[src/design/fpa_pkg.sv]
// ----------------------------------------------------------------------------
// fpa_pkg: shared types for the 17.14 fixed-point ALU
// Transaction payloads, opcode names and the sideband carried down the
// divider chain.
// ----------------------------------------------------------------------------
package fpa_pkg;

  typedef enum logic [3:0] {
    OP_TRUNC   = 4'd0,
    OP_ROUND   = 4'd1,
    OP_INT2FIX = 4'd2,
    OP_FRAC    = 4'd3,
    OP_ADD_FI  = 4'd4,
    OP_ADD_FF  = 4'd5,
    OP_SUB_FI  = 4'd6,
    OP_SUB_FF  = 4'd7,
    OP_MUL_FI  = 4'd8,
    OP_MUL_FF  = 4'd9,
    OP_DIV_FI  = 4'd10,
    OP_DIV_FF  = 4'd11
  } fpa_op_e;

  typedef struct packed {
    logic [3:0]         cmd;
    logic signed [31:0] operand_a;
    logic signed [31:0] operand_b;
  } fpa_in_t;

  typedef struct packed {
    logic signed [31:0] result_value;
    logic               divide_by_zero;
  } fpa_out_t;

  // Travels alongside the quotient through every divider cell.
  typedef struct packed {
    logic        is_div;
    logic        neg;
    logic        dz;
    logic [31:0] res;
  } fpa_side_t;

endpackage

[src/design/fpa_prep.sv]
// ----------------------------------------------------------------------------
// fpa_prep: operand preparation stage
// Computes all non-divide results and the divider's magnitudes and signs,
// and registers them at the head of the divider chain.
// ----------------------------------------------------------------------------
module fpa_prep #(
  parameter int FRACTION_BITS = 14,
  parameter int DW            = 32 + FRACTION_BITS
) (
  input  logic              clk_i,
  input  logic              rst_ni,
  input  logic              en_i,
  input  logic              valid_i,
  input  fpa_pkg::fpa_in_t  data_i,
  output logic              valid_o,
  output fpa_pkg::fpa_side_t side_o,
  output logic [DW-1:0]     nq_o,
  output logic [31:0]       den_o
);
  import fpa_pkg::*;

  localparam logic [31:0] HALF = 32'd1 << (FRACTION_BITS - 1);

  logic signed [31:0] a, b;
  logic signed [63:0] prod;
  logic [31:0]        a_sh, b_sh, rnd, den;
  logic [DW-1:0]      num;
  logic               valid_q;
  fpa_side_t          side_d, side_q;
  logic [DW-1:0]      nq_d, nq_q;
  logic [31:0]        den_d, den_q;

  always_comb begin
    a      = data_i.operand_a;
    b      = data_i.operand_b;
    prod   = a * b;
    a_sh   = {a[31-FRACTION_BITS:0], {FRACTION_BITS{1'b0}}};
    b_sh   = {b[31-FRACTION_BITS:0], {FRACTION_BITS{1'b0}}};
    rnd    = a[31] ? (a - HALF) : (a + HALF);
    side_d = '0;
    num    = '0;
    den    = '0;
    case (fpa_op_e'(data_i.cmd))
      OP_TRUNC:   side_d.res = 32'($signed(a) >>> FRACTION_BITS);
      OP_ROUND:   side_d.res = 32'($signed(rnd) >>> FRACTION_BITS);
      OP_INT2FIX: side_d.res = a_sh;
      OP_ADD_FI:  side_d.res = a + b_sh;
      OP_ADD_FF:  side_d.res = a + b;
      OP_SUB_FI:  side_d.res = a - b_sh;
      OP_SUB_FF:  side_d.res = a - b;
      OP_MUL_FI:  side_d.res = prod[31:0];
      OP_MUL_FF:  side_d.res = prod[FRACTION_BITS+31:FRACTION_BITS];
      OP_FRAC: begin
        side_d.is_div = 1'b1;
        num = {a_sh, {FRACTION_BITS{1'b0}}};
        den = b_sh;
      end
      OP_DIV_FI: begin
        side_d.is_div = 1'b1;
        num = {{(DW-32){a[31]}}, a};
        den = b;
      end
      OP_DIV_FF: begin
        side_d.is_div = 1'b1;
        num = {a, {FRACTION_BITS{1'b0}}};
        den = b;
      end
      default: side_d.res = '0;
    endcase
    side_d.dz  = side_d.is_div && (den == '0);
    side_d.neg = num[DW-1] ^ den[31];
    nq_d       = num[DW-1] ? (~num + 1'b1) : num;
    den_d      = den[31] ? (~den + 1'b1) : den;
  end

  always_ff @(posedge clk_i or negedge rst_ni) begin
    if (!rst_ni) begin
      valid_q <= 1'b0;
    end else if (en_i) begin
      valid_q <= valid_i;
    end
  end

  always_ff @(posedge clk_i) begin
    if (en_i) begin
      side_q <= side_d;
      nq_q   <= nq_d;
      den_q  <= den_d;
    end
  end

  assign valid_o = valid_q;
  assign side_o  = side_q;
  assign nq_o    = nq_q;
  assign den_o   = den_q;

endmodule

[config.mk]
export PLATFORM = sky130hd
export DESIGN_NAME = fpa_prep
export DESIGN_NICKNAME = d
export VERILOG_FILES = /design/src/design/fpa_pkg.sv /design/src/design/fpa_prep.sv
export SDC_FILE = /design/constraint.sdc
export NUM_CORES = 2
export LEC_CHECK = 0
export ABC_AREA = 1
export BUFFER_PORTS_ARGS = -buffer_cell sky130_fd_sc_hd__buf_4
export CAP_MARGIN = 10
export CORE_MARGIN = 4
export CORE_UTILIZATION = 50
export CTS_CLUSTER_SIZE = 16
export DETAILED_ROUTE_END_ITERATION = 7
export PLACE_DENSITY_LB_ADDON = 0.08
export SYNTH_ARGS = -nofsm -noshare
export SYNTH_HDL_FRONTEND = slang
export SYNTH_SLANG_ARGS = --single-unit
[constraint.sdc]
create_clock -name clk_i -period 0.8 [get_ports clk_i]
set_input_delay 0.2 -clock clk_i [delete_from_list [all_inputs] [get_ports clk_i]]
set_output_delay 0.2 -clock clk_i [all_outputs]
set_load 0.01 [all_outputs]
==> parameters.txt <==
Parameter                              Value

Timing
  Number of failing setup endpoints in the final timing report    225
  Slew at the pin closest to its max-slew limit    1100 ps
  Remaining max-slew budget at the tightest pin    26.1%
  Period utilization    805%
  Worst hold-check slack    approximately 120 ps
  TNS Setup    -297,570 ps
  Worst-case clock skew    0 ps
  Max Freq    0.155 GHz
  Final max-slew violation count    0
  Final Hold Viols    0
  Setup repair after global routing missed its margin    true
  Post-route setup slack    -5640 ps
  Minimum clock period after layout    about 6400 ps

Detailed routing
  Average detailed-routed wire length per instance    23.2 µm
  DR DRC count    0
  DRC violation total after the first TritonRoute iteration    4,246
  TritonRoute pass-1 iters    7
  Vias per cell    5.39
  Wire length reported by the detailed router    ~190,000 µm
  Antenna violation net count after detailed routing    0
  Number of vias after detailed routing    43,500

Global routing
  GRT Residual Overflow    0
  First-pass GRT wire length    272,000 µm
  Largest net degree at the start of global routing    37
  Antenna violations before repair    7
  Via count of the first global-routing pass    43,600
  GRT Util Overall    41.1%

Die
  Number of ports placed on the die boundary    186
  Total Die Area    roughly 90,000 µm²
  X dimension of the die    between 200 and 300 µm
  Core ar.    83,600 µm²
  Die Height    slightly below 300 µm
  Number of core rows    106
  Effective utilization at floorplan    50.4%

Synthesis
  Number of distinct library cells after synthesis    57
  Proportion of register bits with asynchronous set or reset after synthesis    less than 1%
  Post-synthesis sequential area ratio    roughly 8.1%
  Main flop type after synthesis    sky130_fd_sc_hd__edfxtp_1
  Synthesized-area fraction occupied by ao, oa, aoi and oai cells    7.19%
  Number of synthesized flops with an enable pin    113
  Average size of a mapped cell    around 7.3 µm²
  Main combinational cell family by area after synthesis    adder cells
  Post-synthesis share of cell area spent on full adders, half adders and majority gates    between 40 and 50%
  Post-Syn Area    roughly 42,000 µm²
  Area share of xor/xnor cells in the synthesized design    2.25%
  Mux share of post-synthesis cell area    0.0268%
  Synthesized flop and latch total    114
  Ys Warns    0
  Number of nets in the synthesized netlist    6,880
  Gate count after technology mapping    5,776
  Synth Area in Simple Gates    21.0%

Critical path
  Cell at the slowest stage of the critical path    sky130_fd_sc_hd__fa_1
  CP max FO    6
  Category of the worst setup path capture point    register
  Setup Crit Path Kind    primary input to register
  Capturing point of the worst reg2reg path    valid_o
  Largest stage delay, worst path    570 ps
  Reg2reg setup slack    roughly 60 ps
  Worst Path Required    1010 ps
  Arrival time at the worst endpoint    6640 ps
  FF-to-FF Start    valid_o
  Worst reg2reg path depth    1
  Worst setup SP type    primary input

Clocking
  TritonCTS Buffers    17
  CTS max path bufs    2
  Clk slew on worst S/H paths    ~70 ps
  Level count of the clock H-tree    4
  Skew-Pair Late Insertion Delay    450 ps
  Clock tree from TritonCTS    done
  Total clock sinks    114
  Clock root buffer    sky130_fd_sc_hd__clkbuf_16

Worst hold path
  Type of the worst min-delay path    primary input to async pin

Layout
  Final layout net count    8,075
  Synth-to-layout area growth    41.9%
  Filler-free cell count of the finished design    8,069
  Final standard cell utilization of the core    71.5%
  Ratio of cells with drive above 1 in the final layout    31.8%

Placed design
  Cell Count Post-Placement    approximately 7,900
  HPWL after detailed placement    150,000 µm
  Final weighted congestion in routability-driven placement    around 1.1
  Count of port buffers added during placement    roughly 190

Run status
  Violated checks    setup timing
  Run status    finished, violations left

Job
  Max cap viols    0
-- flip-flops by register name, indices dropped and copies added (netlist names) --
| signal | flops |
|---|---|
| side_o | 35 |
| nq_o | 46 |
| den_o | 32 |
| valid_o | 1 |
-- cells in the mapped netlist, types with 5 or more instances --
master	count	area share [%]
sky130_fd_sc_hd__inv_1	1571	14
sky130_fd_sc_hd__nand2_1	1498	13
sky130_fd_sc_hd__fa_1	797	38
sky130_fd_sc_hd__nor2_1	324	2.9
sky130_fd_sc_hd__ha_1	235	7.0
sky130_fd_sc_hd__nand3_1	192	2.3
sky130_fd_sc_hd__a21oi_1	178	2.1
sky130_fd_sc_hd__o21ai_0	176	2.1
sky130_fd_sc_hd__clkbuf_1	170	1.5
sky130_fd_sc_hd__edfxtp_1	113	8.1
sky130_fd_sc_hd__xor2_1	73	1.5
sky130_fd_sc_hd__buf_1	51	0.45
sky130_fd_sc_hd__nor3_1	38	0.45
sky130_fd_sc_hd__nand4_1	37	0.55
sky130_fd_sc_hd__xnor2_1	35	0.73
sky130_fd_sc_hd__o22ai_1	33	0.49
sky130_fd_sc_hd__nand3b_1	22	0.39
sky130_fd_sc_hd__a21o_1	18	0.32
sky130_fd_sc_hd__o221ai_1	18	0.37
sky130_fd_sc_hd__o21bai_1	17	0.30
sky130_fd_sc_hd__buf_2	16	0.19
sky130_fd_sc_hd__a31oi_1	15	0.22
sky130_fd_sc_hd__or2_2	12	0.18
sky130_fd_sc_hd__nand2_2	11	0.16
sky130_fd_sc_hd__o211ai_1	11	0.20
sky130_fd_sc_hd__o21ai_1	11	0.13
sky130_fd_sc_hd__o2111ai_1	10	0.21
sky130_fd_sc_hd__inv_2	9	0.080
sky130_fd_sc_hd__nor2_2	8	0.12
sky130_fd_sc_hd__o31ai_1	7	0.12
sky130_fd_sc_hd__a21boi_0	6	0.11
sky130_fd_sc_hd__buf_6	6	0.16
sky130_fd_sc_hd__o21a_1	5	0.089
-- worst max-delay path: cells and delay by family --
| kind | cells | cell delay (ps) |
|---|---|---|
| AO/OA/AOI/OAI | 1 | 330 |
| adder cells (fa/ha/maj) | 9 | 3940 |
| buffers and inverters | 11 | 1000 |
| AND/OR/NAND/NOR | 11 | 1130 |
-- cells in the final DEF (no fill, tap or decap), types with 21 or more instances in the layout --
cell type                   netlist  layout
sky130_fd_sc_hd__o21ai_2          2      28
sky130_fd_sc_hd__inv_1         1571    1451
sky130_fd_sc_hd__o21ai_0        176     131
sky130_fd_sc_hd__clkbuf_16        0      23
sky130_fd_sc_hd__buf_12           0      82
sky130_fd_sc_hd__xor2_1          73      65
sky130_fd_sc_hd__inv_2            9     115
sky130_fd_sc_hd__ha_4             0      46
sky130_fd_sc_hd__buf_4            3    1163
sky130_fd_sc_hd__nand2_4          3      51
sky130_fd_sc_hd__nand4_1         37      37
sky130_fd_sc_hd__xnor2_1         35      30
sky130_fd_sc_hd__nor2_4           4      75
sky130_fd_sc_hd__nand2_1       1498    1354
sky130_fd_sc_hd__nor2_1         324     207
sky130_fd_sc_hd__buf_8            0      26
sky130_fd_sc_hd__a21oi_1        178     132
sky130_fd_sc_hd__ha_1           235     188
sky130_fd_sc_hd__nor3_1          38      23
sky130_fd_sc_hd__buf_16           0      21
sky130_fd_sc_hd__nand3_1        192     148
sky130_fd_sc_hd__fa_1           797     726
sky130_fd_sc_hd__fa_2             0      71
sky130_fd_sc_hd__buf_6            6     119
sky130_fd_sc_hd__nand2_2         11     103
sky130_fd_sc_hd__a21oi_2          1      27
sky130_fd_sc_hd__nand3b_1        22      22
sky130_fd_sc_hd__nor2_2           8      54
sky130_fd_sc_hd__nand3_2          4      32
sky130_fd_sc_hd__edfxtp_1       113     113
-- layer usage --
layer	routed length [µm]	GRT usage, %	vias up
li1	-	-	19400
met4	9640	15.0	6
met1	74300	57.4	21300
met2	81100	62.6	2331
met3	22500	9.84	395
met5	39	0	-
-- area by class of cell --
type	instances	area, µm²
Timing Repair Buffer	1422	12900
Antenna cell	5	12.5
Clock buffer	17	425
Multi-Input combinational cell	3834	35400
Inverter	1582	6000
Fill cell	6629	23900
Clock inverter	15	174
Sequential cell	114	3420
Tap cell	1080	1350
-- stage by stage --
| stage | worst slack [ps] | area, µm² |
|---|---|---|
| floorplan | -5490 | 44100 |
| global placement | -6510 | 53800 |
| detailed placement | -6530 | 53800 |
| CTS | -5560 | 57600 |
| global route | -5750 | 59700 |
| finish | -5640 | 59700 |
-- repair_timing --
item,CTS,global route
pin swaps,244,256
endpoints found under the hold margin,2,0
cloned,7,6
hold buffers,2,0
resized for setup,641,434
setup endpoints to repair,226,225
buffers inserted,64,50
-- cells by family (layout without fill, tap and decap cells) --
kind of cell,after synthesis,in the layout
other cells,0,5
mux,1,1
fa+ha+maj,1032,1032
buf+inv,1828,3036
compound gates,522,522
xor+xnor,108,108
flops,114,114
simple gates,2171,2171
-- worst max path at each step --
| stage | endpoint | from | slack, ps |
|---|---|---|---|
| finish | side_o[30] | data_i[5] | -5640 |
| global route | side_o[28] | data_i[45] | -5750 |
| CTS | side_o[28] | data_i[45] | -5560 |
| detailed placement | side_o[28] | data_i[50] | -6530 |
| global placement | side_o[28] | data_i[41] | -6510 |
| floorplan | side_o[21] | data_i[7] | -5490 |
Power is not shown: default switching activity piles up to over one toggle a cycle in this logic, so the estimate is an artifact.
