$ cat config.mk
export PLATFORM = sky130hd
export DESIGN_NAME = fpa_div_cell
export DESIGN_NICKNAME = d
export VERILOG_FILES = /design/src/design/fpa_pkg.sv /design/src/design/fpa_div_cell.sv
export SDC_FILE = /design/constraint.sdc
export NUM_CORES = 1
export LEC_CHECK = 0
export BUFFER_PORTS_ARGS = -buffer_cell sky130_fd_sc_hd__buf_2
export CAP_MARGIN = 10
export CORE_MARGIN = 1
export CORE_UTILIZATION = 51
export CTS_CLUSTER_SIZE = 8
export DETAILED_ROUTE_END_ITERATION = 10
export PLACE_DENSITY = 0.86
export SKIP_LAST_GASP = 1
export SLEW_MARGIN = 20
export SYNTH_ARGS = -nofsm -noshare
export SYNTH_HDL_FRONTEND = slang
export SYNTH_SLANG_ARGS = --single-unit
export TNS_END_PERCENT = 1
$ cat constraint.sdc
create_clock -name clk_i -period 1.8 [get_ports clk_i]
set_input_delay 0.18 -clock clk_i [delete_from_list [all_inputs] [get_ports clk_i]]
set_output_delay 0.18 -clock clk_i [all_outputs]
set_load 0.02 [all_outputs]
$ cat src/design/fpa_pkg.sv
// ----------------------------------------------------------------------------
// fpa_pkg: shared types for the 17.14 fixed-point ALU
// Transaction payloads, opcode names and the sideband carried down the
// divider chain.
// ----------------------------------------------------------------------------
package fpa_pkg;

  typedef enum logic [3:0] {
    OP_TRUNC   = 4'd0,
    OP_ROUND   = 4'd1,
    OP_INT2FIX = 4'd2,
    OP_FRAC    = 4'd3,
    OP_ADD_FI  = 4'd4,
    OP_ADD_FF  = 4'd5,
    OP_SUB_FI  = 4'd6,
    OP_SUB_FF  = 4'd7,
    OP_MUL_FI  = 4'd8,
    OP_MUL_FF  = 4'd9,
    OP_DIV_FI  = 4'd10,
    OP_DIV_FF  = 4'd11
  } fpa_op_e;

  typedef struct packed {
    logic [3:0]         cmd;
    logic signed [31:0] operand_a;
    logic signed [31:0] operand_b;
  } fpa_in_t;

  typedef struct packed {
    logic signed [31:0] result_value;
    logic               divide_by_zero;
  } fpa_out_t;

  // Travels alongside the quotient through every divider cell.
  typedef struct packed {
    logic        is_div;
    logic        neg;
    logic        dz;
    logic [31:0] res;
  } fpa_side_t;

endpackage

$ cat src/design/fpa_div_cell.sv
// ----------------------------------------------------------------------------
// fpa_div_cell: one restoring division step
// Shifts one dividend bit into the partial remainder, tries the divisor and
// shifts the quotient bit in; hands the result to the next cell.
// ----------------------------------------------------------------------------
module fpa_div_cell #(
  parameter int DW = 46
) (
  input  logic               clk_i,
  input  logic               rst_ni,
  input  logic               en_i,
  input  logic               valid_i,
  input  fpa_pkg::fpa_side_t side_i,
  input  logic [31:0]        rem_i,
  input  logic [DW-1:0]      nq_i,
  input  logic [31:0]        den_i,
  output logic               valid_o,
  output fpa_pkg::fpa_side_t side_o,
  output logic [31:0]        rem_o,
  output logic [DW-1:0]      nq_o,
  output logic [31:0]        den_o
);
  import fpa_pkg::*;

  logic [32:0]   trial, diff;
  logic          ge;
  logic          valid_q;
  fpa_side_t     side_q;
  logic [31:0]   rem_d, rem_q, den_q;
  logic [DW-1:0] nq_d, nq_q;

  always_comb begin
    trial = {rem_i, nq_i[DW-1]};
    diff  = trial - {1'b0, den_i};
    ge    = trial >= {1'b0, den_i};
    rem_d = ge ? diff[31:0] : trial[31:0];
    nq_d  = {nq_i[DW-2:0], ge};
  end

  always_ff @(posedge clk_i or negedge rst_ni) begin
    if (!rst_ni) begin
      valid_q <= 1'b0;
    end else if (en_i) begin
      valid_q <= valid_i;
    end
  end

  always_ff @(posedge clk_i) begin
    if (en_i) begin
      side_q <= side_i;
      rem_q  <= rem_d;
      nq_q   <= nq_d;
      den_q  <= den_i;
    end
  end

  assign valid_o = valid_q;
  assign side_o  = side_q;
  assign rem_o   = rem_q;
  assign nq_o    = nq_q;
  assign den_o   = den_q;

endmodule

==> results of run 1 <==
==> registers in the layout, indices dropped and copies added, names as in the netlist <==
register,flops
nq_o,46
valid_o,1
den_o,32
rem_o,32
side_o,35
==> path summary, 6_finish.rpt <==
| check | cells after the start | to | start |
|---|---|---|---|
| min in group asynchronous | 2 | valid_o | rst_ni |
| min | 2 | valid_o | valid_i |
| min reg2reg | 1 | valid_o | valid_o |
| max reg2reg | 1 | valid_o | valid_o |
| max in group asynchronous | 2 | valid_o | rst_ni |
| max | 13 | rem_o[19] | rem_i[4] |
==> metal layers <==
layer  track usage (%)  vias to the layer above  share of wire, %
met4             29.23                        0               8.7
met3             12.87                      241                12
met2             67.66                      766                47
met5                 0                        -                 0
met1             46.14                     3354                32
li1                  -                     2889                 -
==> per-stage QoR <==
stage | setup slack (ns) | instances
after global placement | -1.636 | 1054
after CTS | -0.7750 | 1202
after global routing | -0.9780 | 1206
after detailed placement | -1.706 | 1054
final | -0.9476 | 1206
after floorplan | -1.034 | 492
==> cell usage in the layout, fill, tap and decap left out, drive strengths merged, types with 3 or more instances in the layout <==
master | netlist | layout
edfxtp | 145 | 145
nor2b | 3 | 3
a21o | 12 | 12
buf | 11 | 420
xor2 | 12 | 12
ha | 32 | 32
inv | 38 | 39
o21a | 6 | 6
clkbuf | 7 | 22
nand2 | 26 | 26
nand3 | 8 | 8
nand2b | 3 | 3
o21bai | 3 | 3
a21oi | 56 | 56
nor2 | 35 | 35
a211oi | 4 | 4
o211ai | 4 | 4
mux2 | 11 | 11
xnor2 | 15 | 15
clkinv | 0 | 6
dlygate4sd3 | 0 | 107
a31oi | 5 | 5
nand4 | 8 | 8
nor4 | 4 | 4
o21ai | 18 | 18
==> power groups by stage <==
stage	clock network [mW]	logic, mW	registers (mW)
final	3.59	2.78	4.28
after global routing	3.70	2.89	4.29
after CTS	3.43	2.50	4.23
after detailed placement	0	2.23	4.30
after global placement	0	2.16	4.28
after floorplan	0	0.766	4.73
==> timing repair <==
| item | CTS | global route |
|---|---|---|
| hold endpoints to repair | 106 | 1 |
| endpoints found under the setup margin | 33 | 33 |
| buffers inserted | 9 | 2 |
| hold buffers | 106 | 1 |
| pin swaps | 15 | 8 |
| resized for setup | 24 | 20 |
| cloned | 1 | 0 |
==> final cells by class <==
type	count	area, sq um
Sequential cell	146	4379
Clock buffer	22	454.2
Multi-Input combinational cell	290	2203
Clock inverter	10	110.1
Inverter	38	160.2
Fill cell	529	1505
Tap cell	172	215.2
Timing Repair Buffer	527	3590
Antenna cell	1	2.502
==> cells by family (layout without fill, tap and decap cells) <==
family / after synthesis / in the layout / synth area share [%]
flops: 146 / 146 / 66.35
compound gates: 119 / 119 / 11.09
simple gates: 99 / 99 / 7.052
buf+inv: 56 / 597 / 3.526
fa+ha+maj: 33 / 33 / 6.370
xor+xnor: 27 / 27 / 3.583
mux: 12 / 12 / 2.028
other cells: 0 / 1 / 0
==> metrics.md, run 1 <==
| Metric | Value |
|---|---|
| Netlist area before placement | `about 6600 sq um` |
| Least-Margin Pin Slew | `slightly below 0.6 ns` |
| Count of cell types in the netlist | `a little under 50` |
| DRC violations left | `0` |
| Result of the run | `finished with violations` |
| Setup slack on the worst flop-to-flop path | `~1 ns` |
| CTS clock-pin slew for the worst setup and hold paths | `approximately 0.060 ns` |
| Setup repair after global routing missed its margin | `true` |
| Register bit total from synthesis | `~150` |
| Effective utilization at floorplan | `52.30%` |
| Headroom to the max-slew limit | `between 60% and 70%` |
| Endpoint kind of the worst setup timing path | `flop` |
| Clk Latency, worst-skew pair | `about 0.43 ns` |
| Number of rows in the core area | `41` |
| Achievable Freq | `about 360 MHz` |
| Final setup skew | `0 ns` |
| Detail-routed via count per cell | `between 6 and 7` |
| WL/cell | `between 20 and 25 um` |
| Proportion of layout cells with a drive suffix above 1 | `roughly 48%` |
| Min Clock Period, post-route | `2.748 ns` |
| EDFF count, synth | `around 150` |
| Cell-internal power | `between 7 and 8 mW` |
| Instance count of the mapped netlist | `around 500` |
| Num ports | `a little under 300` |
| Max H-tree Level | `4` |
| Top cells by count, synth | `sky130_fd_sc_hd__edfxtp_1, sky130_fd_sc_hd__a21oi_1, sky130_fd_sc_hd__inv_1, sky130_fd_sc_hd__nor2_1, sky130_fd_sc_hd__ha_1` |
| PD cells | `~960 nW/um^2` |
| Total global-route track usage | `between 40% and 50%` |
| Slowest CP cell | `sky130_fd_sc_hd__or4_4` |
| Total power draw | `~11 mW` |
| Number of port buffers | `between 200 and 300` |
| Arrival time at the worst endpoint | `roughly 3.0 ns` |
| Portion of the clock cycle consumed by the worst path in the final layout | `152.6%` |
| Routed via count | `approximately 7300` |
| Switching portion of total power | `30.42%` |
| Leakage | `roughly 5 nW` |
| Max-slew violation count | `0` |
| Hold Violations, Final | `0` |
| Share of the yosys chip area belonging to registers | `66.35%` |
| Top FF cell, synth | `sky130_fd_sc_hd__edfxtp_1` |
| Critical path type | `in2reg` |
| Worst setup slack after layout | `-0.9476 ns` |
| Hold slack final | `roughly 0.036 ns` |
| Share of synthesized flip-flops with an asynchronous set or reset | `less than 1%` |
| Critical path peak fanout | `13` |
| Width of the chip | `115.8 um` |
| Number of nets still failing antenna checks after routing | `0` |
| Cell Chain, Critical Path | `buf_2, ha_4, nand4_1, or4_4, a21oi_4, nor3_4, a211oi_2, o21ai_2, o31ai_4, buf_6, buf_6, nor2_1, a21oi_1` |
| Share of the synthesized area in the top cell type | `65.97%` |
| Clock buffer count from CTS | `17` |
| Synthesized Nets | `around 670` |
| Proportion of power drawn by the clock network | `between 30% and 40%` |
| Area Overhead vs Synth | `68.40%` |
| Placed wire-length estimate | `between 15000 and 20000 um` |
| Dominant cell type by count on the critical path | `sky130_fd_sc_hd__buf_6` |
| Number of sinks driven by the clock tree | `146` |
| Gate power share | `26.1%` |
| Pin count of the biggest net entering global routing | `44` |
| Routability congestion estimate | `0.9472` |
| Overall overflow remaining after global route | `0` |
| Largest area contributor in the synthesized netlist | `sky130_fd_sc_hd__edfxtp_1` |
| Final core area utilization | `88.07%` |
| Root buf cell | `sky130_fd_sc_hd__clkbuf_16` |
| Via count of the first global-routing pass | `slightly above 7000` |
| Post-layout instance area | `around 11000 sq um` |
| Die area | `about 13000 sq um` |
| Total Wirelength | `30040 um` |
| Clock tree from TritonCTS | `yes` |
| Total setup violations reported at the end of the flow | `33` |
| Number of antenna violations at the first check in global routing | `1` |
| Sequential Power Share | `between 40% and 50%` |
| Critical path launch point type | `input pin` |
| NumNets Final | `1202` |
| Post-place instance area | `9218 sq um` |
| Total net switching power | `roughly 3.2 mW` |
| Worst path required time | `approximately 2.1 ns` |
| Global-route wire length before repair | `roughly 40000 um` |
| Count of maximum capacitance violations | `0` |
| Count of buffering cells on the critical path with inverters included | `3` |
| Max Buffers Root-to-Sink | `2` |
| Core Box Area | `about 13000 sq um` |
| Largest incremental delay on the critical path | `about 0.6 ns` |
| Number of warning messages in the yosys log | `0` |
| Class of the tightest hold or removal check | `in2reg` |
| Top cells by area, synth | `sky130_fd_sc_hd__edfxtp_1, sky130_fd_sc_hd__ha_1, sky130_fd_sc_hd__a21oi_1` |
| Die height | `115.8 um` |
| Failing checks | `negative setup slack` |
| Kind of cell adding the most delay to the critical path | `compound AO/OA/AOI/OAI gates` |
| Peak supply drop | `slightly above 0.0006 V` |
| Number of violations reported at the end of detailed-routing iteration 0 | `1150` |
| Pre-antenna DRT Iters | `7` |
| Most frequent cell after synthesis | `sky130_fd_sc_hd__edfxtp_1` |
| Average instance area after synthesis | `~13 sq um` |
| Total negative setup slack | `-28.28 ns` |
Note: power is estimated with default switching activity, not from simulation.
==> run 2, diff against run 1 <==
--- a/config.mk
+++ b/config.mk
@@ -7,7 +7,7 @@
 export LEC_CHECK = 0
 export BUFFER_PORTS_ARGS = -buffer_cell sky130_fd_sc_hd__buf_2
 export CAP_MARGIN = 10
-export CORE_MARGIN = 1
+export CORE_MARGIN = 3
 export CORE_UTILIZATION = 51
 export CTS_CLUSTER_SIZE = 8
 export DETAILED_ROUTE_END_ITERATION = 10
==> metrics.md, run 2 (synthesis results as in run 1) <==
| Metric | Value |
|---|---|
| Worst path required time | `~2.0 ns` |
| Proportion of layout cells with a drive suffix above 1 | `between 40% and 50%` |
| Proportion of power drawn by the clock network | `between 30% and 40%` |
| Portion of the clock cycle consumed by the worst path in the final layout | `142.4%` |
| Via count of the first global-routing pass | `approximately 7000` |
| Die height | `119.8 um` |
| Total Wirelength | `roughly 26000 um` |
| Final setup skew | `0 ns` |
| Hold slack final | `0.03049 ns` |
| Largest register FFs | `between 40 and 50` |
| Effective utilization at floorplan | `a little over half` |
| Endpoint kind of the worst setup timing path | `flop` |
| Cell Chain, Critical Path | `buf_6, inv_4, ha_4, fa_2, nand2b_4, a21oi_2, o21ai_2, o311a_1, a31oi_2, a21oi_2, o41ai_2, xor2_1, mux2_4` |
| Root buf cell | `sky130_fd_sc_hd__clkbuf_16` |
| Switching portion of total power | `a little under a third` |
| Slowest CP cell | `sky130_fd_sc_hd__fa_2` |
| Core Box Area | `12310 sq um` |
| Placed wire-length estimate | `between 15000 and 20000 um` |
| CTS clock-pin slew for the worst setup and hold paths | `0.06 ns` |
| Num ports | `a little under 300` |
| Clock buffer count from CTS | `17` |
| Achievable Freq | `390.0 MHz` |
| Die area | `about 14000 sq um` |
| Number of antenna violations at the first check in global routing | `4` |
| Largest incremental delay on the critical path | `~0.38 ns` |
| Routed via count | `around 6600` |
| Sequential Power Share | `between 40 and 50%` |
| Critical path peak fanout | `3` |
| Setup repair after global routing missed its margin | `true` |
| Class of the tightest hold or removal check | `in2reg` |
| Routability congestion estimate | `about 0.9` |
| Number of port buffers | `roughly 290` |
| GR Util met1 | `a little over two fifths` |
| Min Clock Period, post-route | `roughly 2.6 ns` |
| Critical path type | `in2reg` |
| Worst setup slack after layout | `-0.7641 ns` |
| Max-slew violation count | `0` |
| Global Route met3 Usage | `10.37%` |
| Cell-internal power | `7.200 mW` |
| Pre-antenna DRT Iters | `6` |
| Commonest non-fill, non-tap cell in the layout | `sky130_fd_sc_hd__buf_2` |
| Number of violations reported at the end of detailed-routing iteration 0 | `663` |
| Count of maximum capacitance violations | `0` |
| Detail-routed via count per cell | `5.587` |
| Gate power share | `roughly a quarter` |
| Total global-route track usage | `a little under two fifths` |
| Overall overflow remaining after global route | `0` |
| Headroom to the max-slew limit | `69.67%` |
| Commonest cells after routing, fill and taps aside | `sky130_fd_sc_hd__buf_2, sky130_fd_sc_hd__edfxtp_1, sky130_fd_sc_hd__dlygate4sd3_1` |
| Number of sinks driven by the clock tree | `around 150` |
| Clock tree from TritonCTS | `yes` |
| Total setup violations reported at the end of the flow | `33` |
| Critical path launch point type | `input pin` |
| Most Crowded Layer GR | `met2` |
| Max Buffers Root-to-Sink | `2` |
| Number of nets still failing antenna checks after routing | `0` |
| Peak supply drop | `0.0005233 V` |
| DRC violations left | `0` |
| Global-route wire length before repair | `between 40000 and 50000 um` |
| Number of rows in the core area | `40` |
| Met2 track utilization from global routing | `approximately 63%` |
| WL/cell | `about 22 um` |
| Area Overhead vs Synth | `64.87%` |
| Total net switching power | `3.158 mW` |
| Max H-tree Level | `4` |
| Setup slack on the worst flop-to-flop path | `a little under 1 ns` |
| Pin count of the biggest net entering global routing | `42` |
| PD cells | `~950 nW/um^2` |
| Clk Latency, worst-skew pair | `roughly 0.43 ns` |
| Result of the run | `finished with violations` |
| Hold Violations, Final | `0` |
| Leakage | `between 4 and 5 nW` |
| Failing checks | `negative setup slack` |
| Width of the chip | `about 120 um` |
| Arrival time at the worst endpoint | `2.75 ns` |
| Total negative setup slack | `-20.29 ns` |
| NumNets Final | `~1200` |
| Dominant cell type by count on the critical path | `sky130_fd_sc_hd__a21oi_2` |
| Least-Margin Pin Slew | `approximately 0.45 ns` |
## run 2: repair_timing
item	4_1_cts	5_1_grt
pin swaps	10	0
cloned	0	0
setup endpoints to repair	33	33
hold buffers	108	0
endpoints found under the hold margin	108	0
setup buffers	5	0
resized for setup	17	1
## run 2: final timing paths
path | endpoint | from | cells past startpoint
setup / recovery | rem_o[30] | nq_i[45] | 13
hold / removal | den_o[11] | den_i[11] | 2
max in group asynchronous | valid_o | rst_ni | 2
setup reg to reg | valid_o | valid_o | 1
hold reg to reg | valid_o | valid_o | 1
min in group asynchronous | valid_o | rst_ni | 2
## run 2: metrics by stage
| stage | area [sq um] | instances | utilization [%] | total power, mW | worst slack [ns] |
|---|---|---|---|---|---|
| 2_1_floorplan | 6783 | 492 | - | 5.497 | -1.034 |
| 3_3_place_gp | 9110 | 1033 | 73.99 | 6.414 | -1.177 |
| 6_report | 10880 | 1181 | 88.38 | 10.36 | -0.7641 |
| 3_5_place_dp | 9110 | 1033 | 73.99 | 6.508 | -1.269 |
| 5_1_grt | 10880 | 1181 | 88.38 | 10.67 | -0.8617 |
| 4_1_cts | 10870 | 1178 | 88.27 | 10.14 | -0.6770 |
## run 2: routing by layer
layer / routed length (um) / part of all wire, %
met4: 1450 / 5.5
met1: 9154 / 35
met3: 2408 / 9.1
met5: 13 / 0.049
met2: 13440 / 51
## run 2: worst max-delay path: cells and delay by family
family	cells	cell delay, ns
xor+xnor	1	0.12
compound gates	6	1.33
buf+inv	2	0.13
fa+ha+maj	2	0.54
mux	1	0.27
simple gates	1	0.17
## run 2: layout make-up
| cell class | count | area [sq um] |
|---|---|---|
| flip-flops and latches | 146 | 4379 |
| repair buffers | 504 | 3391 |
| multi-input cells | 290 | 2162 |
| fillers | 551 | 1430 |
| clock buffers | 17 | 425.4 |
| well taps | 168 | 210.2 |
| inverters | 38 | 157.7 |
| clock inverters | 15 | 148.9 |
| diodes | 3 | 7.507 |
## run 2: power by group through the flow
stage	logic [mW]	clock network [mW]	registers, mW
2_1_floorplan	0.766	0	4.73
3_3_place_gp	2.14	0	4.28
3_5_place_dp	2.22	0	4.29
4_1_cts	2.46	3.46	4.23
5_1_grt	2.72	3.67	4.28
6_report	2.58	3.52	4.26
